`src/hdl/cbsp_pkg.sv`:
```
// shared constants and types for the command byte stream parser
// no dependencies
package cbsp_pkg;

    localparam int LINE_MAX   = 32;
    localparam int LINE_CNT_W = $clog2(LINE_MAX + 1);

    // text parser phases
    localparam logic [2:0] PH_LEAD  = 3'd0;
    localparam logic [2:0] PH_ACT   = 3'd1;
    localparam logic [2:0] PH_SEP   = 3'd2;
    localparam logic [2:0] PH_COMMA = 3'd3;
    localparam logic [2:0] PH_VAL   = 3'd4;
    localparam logic [2:0] PH_TRAIL = 3'd5;
    localparam logic [2:0] PH_ERR   = 3'd6;

    localparam logic [7:0] CH_CR    = 8'h0D;
    localparam logic [7:0] CH_LF    = 8'h0A;
    localparam logic [7:0] CH_SPACE = 8'h20;
    localparam logic [7:0] CH_TILDE = 8'h7E;
    localparam logic [7:0] CH_COMMA = 8'h2C;
    localparam logic [7:0] CH_ZERO  = 8'h30;
    localparam logic [7:0] CH_NINE  = 8'h39;

    localparam logic [1:0] DIGIT_MAX = 2'd3;

    // result of the text path for one byte
    typedef struct packed {
        logic       vld;
        logic [7:0] action;
        logic [7:0] value;
    } text_res_t;

endpackage

```
`src/hdl/cbsp_line_parser.sv`:
```
// incremental text line parser: holds the line state and parses one byte a step
// depends on cbsp_pkg
module cbsp_line_parser (
    input  logic                clk,
    input  logic                rst_n,
    input  logic                step,
    input  logic [7:0]          rx_byte,
    output cbsp_pkg::text_res_t text_res
);
    import cbsp_pkg::*;

    logic [LINE_CNT_W-1:0] line_count_reg, line_count_next;
    logic [2:0]            phase_reg, phase_next;
    logic [7:0]            action_acc_reg, action_acc_next;
    logic [7:0]            value_acc_reg, value_acc_next;
    logic [1:0]            digit_count_reg, digit_count_next;

    logic       is_eol, is_text, is_dig, is_sp, is_comma;
    logic [3:0] dig_val;
    logic [7:0] acc_sel;
    logic [11:0] acc_sum;
    logic       start_num, add_fail;

    assign is_eol   = (rx_byte == CH_CR) || (rx_byte == CH_LF);
    assign is_text  = (rx_byte >= CH_SPACE) && (rx_byte <= CH_TILDE);
    assign is_dig   = (rx_byte >= CH_ZERO) && (rx_byte <= CH_NINE);
    assign is_sp    = (rx_byte == CH_SPACE);
    assign is_comma = (rx_byte == CH_COMMA);
    assign dig_val  = rx_byte[3:0];

    // action accumulates before the separator, value after it
    assign start_num = (phase_reg == PH_LEAD) || (phase_reg == PH_SEP) ||
                       (phase_reg == PH_COMMA);
    assign acc_sel   = ((phase_reg == PH_LEAD) || (phase_reg == PH_ACT)) ?
                       action_acc_reg : value_acc_reg;
    assign acc_sum   = {1'b0, acc_sel, 3'b000} + {3'b000, acc_sel, 1'b0}
                       + {8'h00, dig_val};
    assign add_fail  = (acc_sum > 12'd255) ||
                       (!start_num && (digit_count_reg >= DIGIT_MAX));

    assign text_res.vld = step && is_eol && (line_count_reg != '0) &&
                          ((phase_reg == PH_ACT) || (phase_reg == PH_SEP) ||
                           (phase_reg == PH_VAL) || (phase_reg == PH_TRAIL));
    assign text_res.action = action_acc_reg;
    assign text_res.value  = value_acc_reg;

    always_comb
    begin
        line_count_next  = line_count_reg;
        phase_next       = phase_reg;
        action_acc_next  = action_acc_reg;
        value_acc_next   = value_acc_reg;
        digit_count_next = digit_count_reg;
        if (step)
        begin
            if (!is_text || (line_count_reg >= LINE_CNT_W'(LINE_MAX)))
            begin
                // line end, binary byte or overflow: restart the line
                line_count_next  = '0;
                phase_next       = PH_LEAD;
                action_acc_next  = '0;
                value_acc_next   = '0;
                digit_count_next = '0;
            end
            else
            begin
                line_count_next = line_count_reg + 1'b1;
                if (start_num && is_dig)
                    digit_count_next = add_fail ? 2'd0 : 2'd1;
                else if (is_dig && !add_fail)
                    digit_count_next = digit_count_reg + 1'b1;
                case (phase_reg)
                    PH_LEAD:
                    begin
                        if (is_dig)
                        begin
                            phase_next = add_fail ? PH_ERR : PH_ACT;
                            if (!add_fail)
                                action_acc_next = acc_sum[7:0];
                        end
                        else if (!is_sp)
                            phase_next = PH_ERR;
                    end
                    PH_ACT:
                    begin
                        if (is_dig)
                        begin
                            if (add_fail)
                                phase_next = PH_ERR;
                            else
                                action_acc_next = acc_sum[7:0];
                        end
                        else if (is_sp)
                            phase_next = PH_SEP;
                        else if (is_comma)
                            phase_next = PH_COMMA;
                        else
                            phase_next = PH_ERR;
                    end
                    PH_SEP, PH_COMMA:
                    begin
                        if (is_dig)
                        begin
                            phase_next = add_fail ? PH_ERR : PH_VAL;
                            if (!add_fail)
                                value_acc_next = acc_sum[7:0];
                        end
                        else if (is_comma && (phase_reg == PH_SEP))
                            phase_next = PH_COMMA;
                        else if (!is_sp)
                            phase_next = PH_ERR;
                    end
                    PH_VAL:
                    begin
                        if (is_dig)
                        begin
                            if (add_fail)
                                phase_next = PH_ERR;
                            else
                                value_acc_next = acc_sum[7:0];
                        end
                        else if (is_sp)
                            phase_next = PH_TRAIL;
                        else
                            phase_next = PH_ERR;
                    end
                    PH_TRAIL:
                    begin
                        if (!is_sp)
                            phase_next = PH_ERR;
                    end
                    default:
                    begin
                        phase_next = phase_reg;
                    end
                endcase
            end
        end
    end

    always_ff @(posedge clk or negedge rst_n)
    begin
        if (!rst_n)
        begin
            line_count_reg  <= '0;
            phase_reg       <= PH_LEAD;
            action_acc_reg  <= '0;
            value_acc_reg   <= '0;
            digit_count_reg <= '0;
        end
        else
        begin
            line_count_reg  <= line_count_next;
            phase_reg       <= phase_next;
            action_acc_reg  <= action_acc_next;
            value_acc_reg   <= value_acc_next;
            digit_count_reg <= digit_count_next;
        end
    end

endmodule

```
`src/hdl/command_byte_stream_parser.sv`:
```
// channel | handshake            | payload                            | transaction
// input   | in_valid, in_stall   | rx_byte                            | one received byte
// output  | out_valid, out_stall | cmd_action, cmd_value, from_binary | one parsed command
//
// one byte per cycle sustained while out_stall is low; a byte's command lands in the result register
// when the byte makes one pass from the input register through the line parser and pair logic
// rst_n is asynchronous, active low; it clears the line, the half pair and both valids
// out_stall holds the result register; the input register then holds its byte and
// in_stall rises only while a byte waits behind a stalled result
// depends on cbsp_pkg and cbsp_line_parser
module command_byte_stream_parser (
    input  logic       clk,
    input  logic       rst_n,
    input  logic       in_valid,
    output logic       in_stall,
    input  logic [7:0] rx_byte,
    output logic       out_valid,
    input  logic       out_stall,
    output logic [7:0] cmd_action,
    output logic [7:0] cmd_value,
    output logic       from_binary
);
    import cbsp_pkg::*;

    // input register
    logic       item_vld_reg;
    logic [7:0] byte_reg;

    // binary pair state; the first byte is only read while a pair is pending
    logic       pair_pending_reg, pair_pending_next;
    logic [7:0] pair_first_reg;

    // result register
    logic       out_vld_reg;
    logic [7:0] action_reg, value_reg;
    logic       binary_reg;

    logic       advance, in_take, step;
    logic       is_eol, is_text, is_binary, pair_done;
    text_res_t  text_res;

    // the pass runs whenever the result register is free or being emptied
    assign advance = !out_vld_reg || !out_stall;
    assign in_stall = item_vld_reg && !advance;
    assign in_take  = in_valid && !in_stall;
    assign step     = item_vld_reg && advance;

    assign is_eol    = (byte_reg == CH_CR) || (byte_reg == CH_LF);
    assign is_text   = (byte_reg >= CH_SPACE) && (byte_reg <= CH_TILDE);
    assign is_binary = !is_eol && !is_text;
    assign pair_done = step && is_binary && pair_pending_reg;

    cbsp_line_parser u_line (
        .clk      (clk),
        .rst_n    (rst_n),
        .step     (step),
        .rx_byte  (byte_reg),
        .text_res (text_res)
    );

    // a binary byte either opens a pair or closes it; anything else drops a half pair
    always_comb
    begin
        pair_pending_next = pair_pending_reg;
        if (step)
            pair_pending_next = is_binary && !pair_pending_reg;
    end

    always_ff @(posedge clk or negedge rst_n)
    begin
        if (!rst_n)
        begin
            item_vld_reg     <= 1'b0;
            pair_pending_reg <= 1'b0;
            out_vld_reg      <= 1'b0;
        end
        else
        begin
            if (in_take)
                item_vld_reg <= 1'b1;
            else if (advance)
                item_vld_reg <= 1'b0;
            pair_pending_reg <= pair_pending_next;
            if (pair_done || text_res.vld)
                out_vld_reg <= 1'b1;
            else if (!out_stall)
                out_vld_reg <= 1'b0;
        end
    end

    // payload registers
    always_ff @(posedge clk)
    begin
        if (in_take)
            byte_reg <= rx_byte;
        if (step && is_binary && !pair_pending_reg)
            pair_first_reg <= byte_reg;
        if (pair_done)
        begin
            action_reg <= pair_first_reg;
            value_reg  <= byte_reg;
            binary_reg <= 1'b1;
        end
        else if (text_res.vld)
        begin
            action_reg <= text_res.action;
            value_reg  <= text_res.value;
            binary_reg <= 1'b0;
        end
    end

    assign out_valid   = out_vld_reg;
    assign cmd_action  = action_reg;
    assign cmd_value   = value_reg;
    assign from_binary = binary_reg;

endmodule

```
`config.mk`:
```
export PLATFORM = sky130hd
export DESIGN_NAME = command_byte_stream_parser
export DESIGN_NICKNAME = d
export VERILOG_FILES = /design/src/hdl/cbsp_pkg.sv /design/src/hdl/cbsp_line_parser.sv /design/src/hdl/command_byte_stream_parser.sv
export SDC_FILE = /design/constraint.sdc
export NUM_CORES = 1
export LEC_CHECK = 0
export ABC_CLOCK_PERIOD_IN_PS = 10830
export BUFFER_PORTS_ARGS = -buffer_cell sky130_fd_sc_hd__clkbuf_2
export CAP_MARGIN = 25
export CORE_UTILIZATION = 30
export CTS_CLUSTER_DIAMETER = 100
export DETAILED_ROUTE_END_ITERATION = 8
export RECOVER_POWER = 25
export SYNTH_ARGS = -nofsm -noshare
export SYNTH_HDL_FRONTEND = slang
export SYNTH_SLANG_ARGS = --single-unit
export TNS_END_PERCENT = 5
```
`constraint.sdc`:
```
create_clock -name clk -period 10.83 [get_ports clk]
set_input_delay 1.083 -clock clk [delete_from_list [all_inputs] [get_ports clk]]
set_output_delay 1.083 -clock clk [all_outputs]
set_load 0.02 [all_outputs]
```
Word level (Yosys, flattened, before mapping)

Cells that the tools add are included.
W data, S select, Z words.

Shifts and indexed selects: 0
$lt $le $gt $ge: 7
Muxes and demuxes: 34
Bitwise gates (word level): 0
Reduce and logical (&&, ||, !) cells: 53
$mul: 0
$add $sub $neg: 4
Equality and inequality tests: 11
Div/mod/pow operators: 0

Operators by type and width:

| cell                  | number |
|---|---|
| $mux W8               | 11 |
| $mux W3               | 11 |
| $logic_and A1 B1 Y1   | 17 |
| $eq A8 B4 Y1 const B  | 2 |
| $eq A8 B6 Y1 const B  | 2 |
| $ge A8 B6 Y1 const B  | 2 |
| $pmux W3 S5           | 1 |
| $add A11 B9 Y12       | 1 |
| $add A12 B4 Y12       | 1 |
| $gt A12 B8 Y1 const B | 1 |
| $reduce_bool A6 Y1    | 2 |
| $logic_or A1 B1 Y1    | 11 |
| $mux W2               | 5 |
| $reduce_bool A2 Y1    | 5 |
| $logic_not A1 Y1      | 9 |
| $le A8 B6 Y1 const B  | 1 |
| $le A8 B7 Y1 const B  | 1 |
| $reduce_and A4 Y1     | 2 |
| $add A6 B1 Y6 const B | 1 |
| $eq A3 B2 Y1 const B  | 2 |
| $eq A3 B3 Y1 const B  | 2 |
| $ge A6 B6 Y1 const B  | 1 |
| $mux W6               | 1 |
| $mux W1               | 5 |
| other kinds (10)      | 12 |

Memories: 0
Input bits: 12
Bits in read-only memories: 0
Register bits after elaboration: 63
Bits in writable memories: 0
Bits in latches: 0

Depth between registers and ports, before layout

Depth after elaboration: 12
Depth in mapped cells: 16

Hierarchy

A second synthesis with hierarchy kept.

Cell total of the unflattened synthesis: 346
Area, all modules: 3666.0 um2

By module, submodules not included:

| module                     | times used | area each (um2) | sequential area each (um2) | cells an instance |
|---|---|---|---|---|
| cbsp_line_parser           | 1          | 2242.2          | 675.6                      | 262 |
| command_byte_stream_parser | 1          | 1423.9          | 1056.0                     | 84 |

Least setup slack after synthesis

No wires, ideal clock.

Path kind: register to register
Start point: reg u_line.phase_reg[1]
End point: reg u_line.phase_reg[0]
Period minus slack after synthesis: 3.906 ns
Cell stages (with the launch flop): 16
Arrival time: 3.824 ns
Library setup time: 0.082 ns
Buffers on the path: 3
Setup slack: 6.924 ns
Path through: dfrtp_1 -> buf_6 -> or2_2 -> buf_6 -> nand2_1 -> nand2_1 -> fa_1 -> ha_1 -> a21o_1 -> a221oi_1 -> mux2i_1 -> nand4b_1 -> or2_1 -> buf_6 -> or4b_4 -> a22oi_2

Cells in the longest elaborated chain, start to end: 11
Elaborated cells between the ends (all ways): 29

Ends and longest elaborated chain:

| item                                             | RTL line                                                               | text |
|---|---|---|
| start: declaration                               | cbsp_line_parser.sv:13                                                 | `logic [2:0] phase_reg, phase_next;` |
| start signal: assignment                         | cbsp_line_parser.sv:154                                                | `phase_reg <= phase_next;` |
| $eq A3 B1 Y1 or $logic_not A3 Y1 (tied branches) | cbsp_line_parser.sv:34, cbsp_line_parser.sv:72, cbsp_line_parser.sv:32 |  |
| $logic_or A1 B1 Y1                               | cbsp_line_parser.sv:34                                                 | `assign acc_sel = ((phase_reg == PH_LEAD) \|\| (phase_reg == PH_ACT)) ?` |
| $mux W8                                          | cbsp_line_parser.sv:34                                                 |  |
| $add A11 B9 Y12                                  | cbsp_line_parser.sv:36                                                 | `assign acc_sum = {1'b0, acc_sel, 3'b000} + {3'b000, acc_sel, 1'b0}` |
| $add A12 B4 Y12                                  | cbsp_line_parser.sv:37                                                 | `+ {8'h00, dig_val};` |
| $gt A12 B8 Y1                                    | cbsp_line_parser.sv:38                                                 | `assign add_fail = (acc_sum > 12'd255) \|\|` |
| $logic_or A1 B1 Y1                               | cbsp_line_parser.sv:38                                                 |  |
| $mux W3, on equally long branches (2 in series)  | -                                                                      |  |
| $pmux W3 S5                                      | cbsp_line_parser.sv:72                                                 | `case (phase_reg)` |
| $mux W3                                          | cbsp_line_parser.sv:56                                                 | `if (!is_text \|\| (line_count_reg >= LINE_CNT_W'(LINE_MAX)))` |

Several ways; a longest one is shown, not always the timed one.
A chain may end at the register's enable or synchronous reset.

Worst setup path after layout

Start point: reg u_line.phase_reg[2]
End point: reg u_line.action_acc_reg[2]

Cells in the longest elaborated chain, start to end: 9
Elaborated cells between the ends (all ways): 22

Ends and longest elaborated chain:

| item                                                   | RTL line                                                               | text |
|---|---|---|
| $eq A3 B1 Y1 or $logic_not A3 Y1 (tied branches)       | cbsp_line_parser.sv:34, cbsp_line_parser.sv:72, cbsp_line_parser.sv:32 |  |
| $logic_or A1 B1 Y1                                     | cbsp_line_parser.sv:34                                                 |  |
| $mux W8                                                | cbsp_line_parser.sv:34                                                 |  |
| $add A11 B9 Y12                                        | cbsp_line_parser.sv:36                                                 |  |
| $add A12 B4 Y12                                        | cbsp_line_parser.sv:37                                                 |  |
| $gt A12 B8 Y1 or $mux W8 (tied branches)               | cbsp_line_parser.sv:38, cbsp_line_parser.sv:78, cbsp_line_parser.sv:88 |  |
| $logic_or A1 B1 Y1 or $mux W8 (tied branches)          | -                                                                      |  |
| $ne A2 B2 Y1 (no line) or $mux W8 (tied branches)      | -                                                                      |  |
| $reduce_and A4 Y1 (no line) or $mux W8 (tied branches) | -                                                                      |  |
| end signal: assignment                                 | cbsp_line_parser.sv:155                                                | `action_acc_reg <= action_acc_next;` |
| end: declaration                                       | cbsp_line_parser.sv:14                                                 | `logic [7:0] action_acc_reg, action_acc_next;` |

Several ways; a longest one is shown, not always the timed one. The select of a mux whose other input is x is not followed.

==> impl_metrics.json <==
{
  "synth_xor_area_share_pct": 1.744,
  "area_delta_synth_final_pct": 15.98,
  "dr.pass1.iters": 4,
  "rsz0062_at_grt": "no",
  "start_util_pct": 30.78,
  "rows": 39,
  "p_int_mw": 0.5510,
  "crit_fanout": 17,
  "max-cap-violations": 1,
  "period_share_pct": 39.82,
  "path_clk_slew_ns": 0.05,
  "antenna_found_initial": 0,
  "period_needed_ns": 4.312,
  "fmax_ghz": 0.2319,
  "synth_top_family_by_area": "compound AO/OA/AOI/OAI gates",
  "synthesis.area_um2": 3515,
  "drcViolationCount": 0,
  "synth_edf_count": 32,
  "p_leak_nw": 1.796,
  "place_congestion": 0.8494,
  "nets": 373,
  "async_reset_ff_share_pct": 47.62,
  "synth_top_area_share_pct": 27.34,
  "r2r_cells": 12,
  "via_per_inst": 5.174,
  "grt_max_degree": 31,
  "core-area_um2": 11420,
  "vias": 2530,
  "clkSinkCount": 63,
  "synth_nets": 345,
  "setup_viol": 0,
  "post_cts_buffers": 0,
  "switching_share_pct": 26.43,
  "cts-buffers-inserted": 9,
  "power.density_nw_per_um2": 183.7,
  "holdWs_ns": 0.4557,
  "cts_resized": 0,
  "hp-class": "flop to flop",
  "p_seq_share_pct": 40.9,
  "ant_nets": 0,
  "wl_met1_mm": 3.518,
  "grt_pass1_wl_mm": 12.08,
  "synthSimpleGateAreaFrac_pct": 15.20,
  "dr.max_layer_used": "met4",
  "status": "complete, but fails checks",
  "drt-initial-drc-count": 142,
  "hold_viol": 0,
  "relSlewSlack_pct": -8.497,
  "combPwrFrac_pct": 15.0,
  "fin_worst_skew_ns": 0.004317,
  "path_class": "flop to flop",
  "insertion_delay_ns": 0.33,
  "place_area_um2": 3731,
  "synthAdderAreaFrac_pct": 7.547,
  "synth_compound_gate_area_share_pct": 16.38,
  "crit_start": "u_line.phase_reg[2]$_DFFE_PN0P_",
  "synth_area_leaders": "edfxtp_1 (27%), dfrtp_1 (21%), ha_1 (6.4%)",
  "seq_area_frac_synth_pct": 49.27,
  "drt_wl_total_mm": 7.398,
  "peakVddDrop_mv": 0.1080,
  "synthMuxAreaShare_pct": 5.696,
  "die_area_um2": 12150,
  "root_buffer": "clkbuf_16",
  "cts_tree": "built",
  "critPathCaptureType": "flop",
  "ys.warnings.count": 0,
  "wl_met3_um": 239,
  "slew_violations": 31,
  "switchingPower_mw": 0.1980,
  "fin_area_um2": 4076,
  "cts_hold_buf": 0,
  "synth_cell_type_count": 60,
  "avgSynthCellArea_um2": 11.23,
  "cp_data_arrival_time_ns": 4.52,
  "cp-start-kind": "flop",
  "overflow": 0,
  "ys_seq_elements": 63,
  "grt_pass1_vias": 2388,
  "finalSetupTns_ns": 0,
  "r2r_start": "u_line.phase_reg[2]$_DFFE_PN0P_",
  "cts_buffer_depth": 2,
  "die_h_um": 110.2,
  "hpwl_mm": 5.465,
  "hold_path_depth": 2,
  "die_w_um": 110.2,
  "ios": 31,
  "portBuffers": 30,
  "grtUsageTotal_pct": 13.35,
  "ys.flop_type": "edfxtp_1",
  "clkPwrFrac_pct": 44.0,
  "tightest_slew_ns": 1.627,
  "wl_met2_mm": 3.505,
  "fillers": 1149,
  "yosys.area.top_type": "edfxtp_1",
  "postSynthCellCount": 313,
  "n_antenna_cell": 0,
  "wl_per_cell_um": 15.13,
  "violations": "capacitance limit, slew limit",
  "drive_above_1_share_pct": 21.68,
  "ctsHtreeMaxLevel": 3,
  "min_from": "from_binary$_SDFFE_PP1P_",
  "required_ns": 11.04
}
==> cells in the mapped netlist (3+ instances only) <==
library cell and instances:
a31oi_1 5, a21oi_1 13, edfxtp_1 32, inv_1 5, a22o_1 15, and2_1 6, nor3_1 4, xnor2_1 6
nand4_1 3, nand3_1 9, dfrtp_1 30, ha_1 18, mux2_2 16, a21o_1 6, clkbuf_8 3, nand2_1 41
and3_1 3, buf_2 3, nor2_1 13, or3_1 3, o21ai_0 18, o211ai_1 3, clkbuf_1 4, nor4_1 3
buf_6 5
==> layout by cell type, fill, tap and decap left out, types with 2 or more instances in the layout <==
cell and n:
clkinvlp_4 2, o211ai_1 3, clkbuf_1 3, inv_1 5, buf_4 2, and3_1 3, o21a_1 2, o21ai_1 2
nor2_1 13, or3_1 3, a21o_1 6, nand4_1 3, and2_2 2, xnor2_1 6, a21oi_1 13, edfxtp_1 32
ha_1 18, o21ai_0 18, a22o_1 15, fa_1 2, mux2i_1 2, nand3_1 9, dfrtp_1 30, clkbuf_2 28
a31oi_1 5, clkbuf_16 9, and2_1 6, nand4b_1 2, bufinv_16 3, nor4_1 3, or2_2 2, mux2_2 16
nor3_1 4, nand2_1 41, a211oi_2 2, nand2b_1 2, nor4b_1 2, o31ai_1 2
==> per-layer routing <==
| layer | GRT usage, % | vias to the layer above |
|---|---|---|
| li1 | - | 1233 |
| met1 | 17.29 | 1232 |
| met2 | 21.12 | 51 |
| met3 | 3.410 | 14 |
| met4 | 5.733 | 0 |
| met5 | 0 | - |
==> power groups by stage <==
stage | clock (mW) | combinational (mW) | sequential, mW
after floorplan | 0 | 0.0981 | 0.303
after global placement | 0 | 0.111 | 0.309
after detailed placement | 0 | 0.113 | 0.310
after CTS | 0.336 | 0.114 | 0.306
after global routing | 0.345 | 0.128 | 0.311
final | 0.330 | 0.113 | 0.307
==> critical path: stages, from the launching register on <==
cell	delay, ns
dfrtp_1	0.59
nor2_1	0.48
nand2_1	0.14
nand2_1	0.13
fa_1	0.48
ha_1	0.31
a21o_1	0.19
a221oi_1	0.45
mux2i_1	0.24
nand4b_1	0.15
nor4_1	0.46
o21ai_1	0.28
a22o_1	0.30
==> final cells by class <==
cell class	count	area [um2]	share of cell area, %
Timing Repair Buffer	32	162.7	3.990
Clock inverter	5	105.1	2.578
Tap cell	143	178.9	4.389
Clock buffer	11	242.7	5.955
Inverter	5	18.77	0.4604
Sequential cell	63	1732	42.48
Multi-Input combinational cell	230	1637	40.15
==> final timing paths <==
path | to | slack [ns]
worst max-delay path | u_line.action_acc_reg[2]$_DFFE_PN0P_ | 6.52
worst min-delay path | from_binary$_SDFFE_PP1P_ | 0.46
worst max register to register | u_line.action_acc_reg[2]$_DFFE_PN0P_ | 6.52
worst min register to register | from_binary$_SDFFE_PP1P_ | 0.46
max in group asynchronous | u_line.action_acc_reg[2]$_DFFE_PN0P_ | 8.72
min in group asynchronous | u_line.line_count_reg[3]$_DFFE_PN0P_ | 1.16
==> logic make-up (layout without fill, tap and decap cells) <==
group / after synthesis / count (layout)
compound gates: 81 / 81
fa+ha+maj: 20 / 20
xor+xnor: 7 / 7
buf+inv: 20 / 53
simple gates: 104 / 104
mux: 18 / 18
flops: 63 / 63
==> metrics by stage <==
stage / util [%] / instances / setup WS, ns / power, mW
2_1_floorplan: - / 313 / 6.924 / 0.4013
3_3_place_gp: 32.68 / 473 / 6.714 / 0.4200
3_5_place_dp: 32.68 / 473 / 6.576 / 0.4230
4_1_cts: 35.72 / 489 / 6.565 / 0.7551
5_1_grt: 35.70 / 489 / 6.150 / 0.7841
6_report: 35.70 / 489 / 6.518 / 0.7490
No activity file was read; power rests on OpenSTA's default activity.
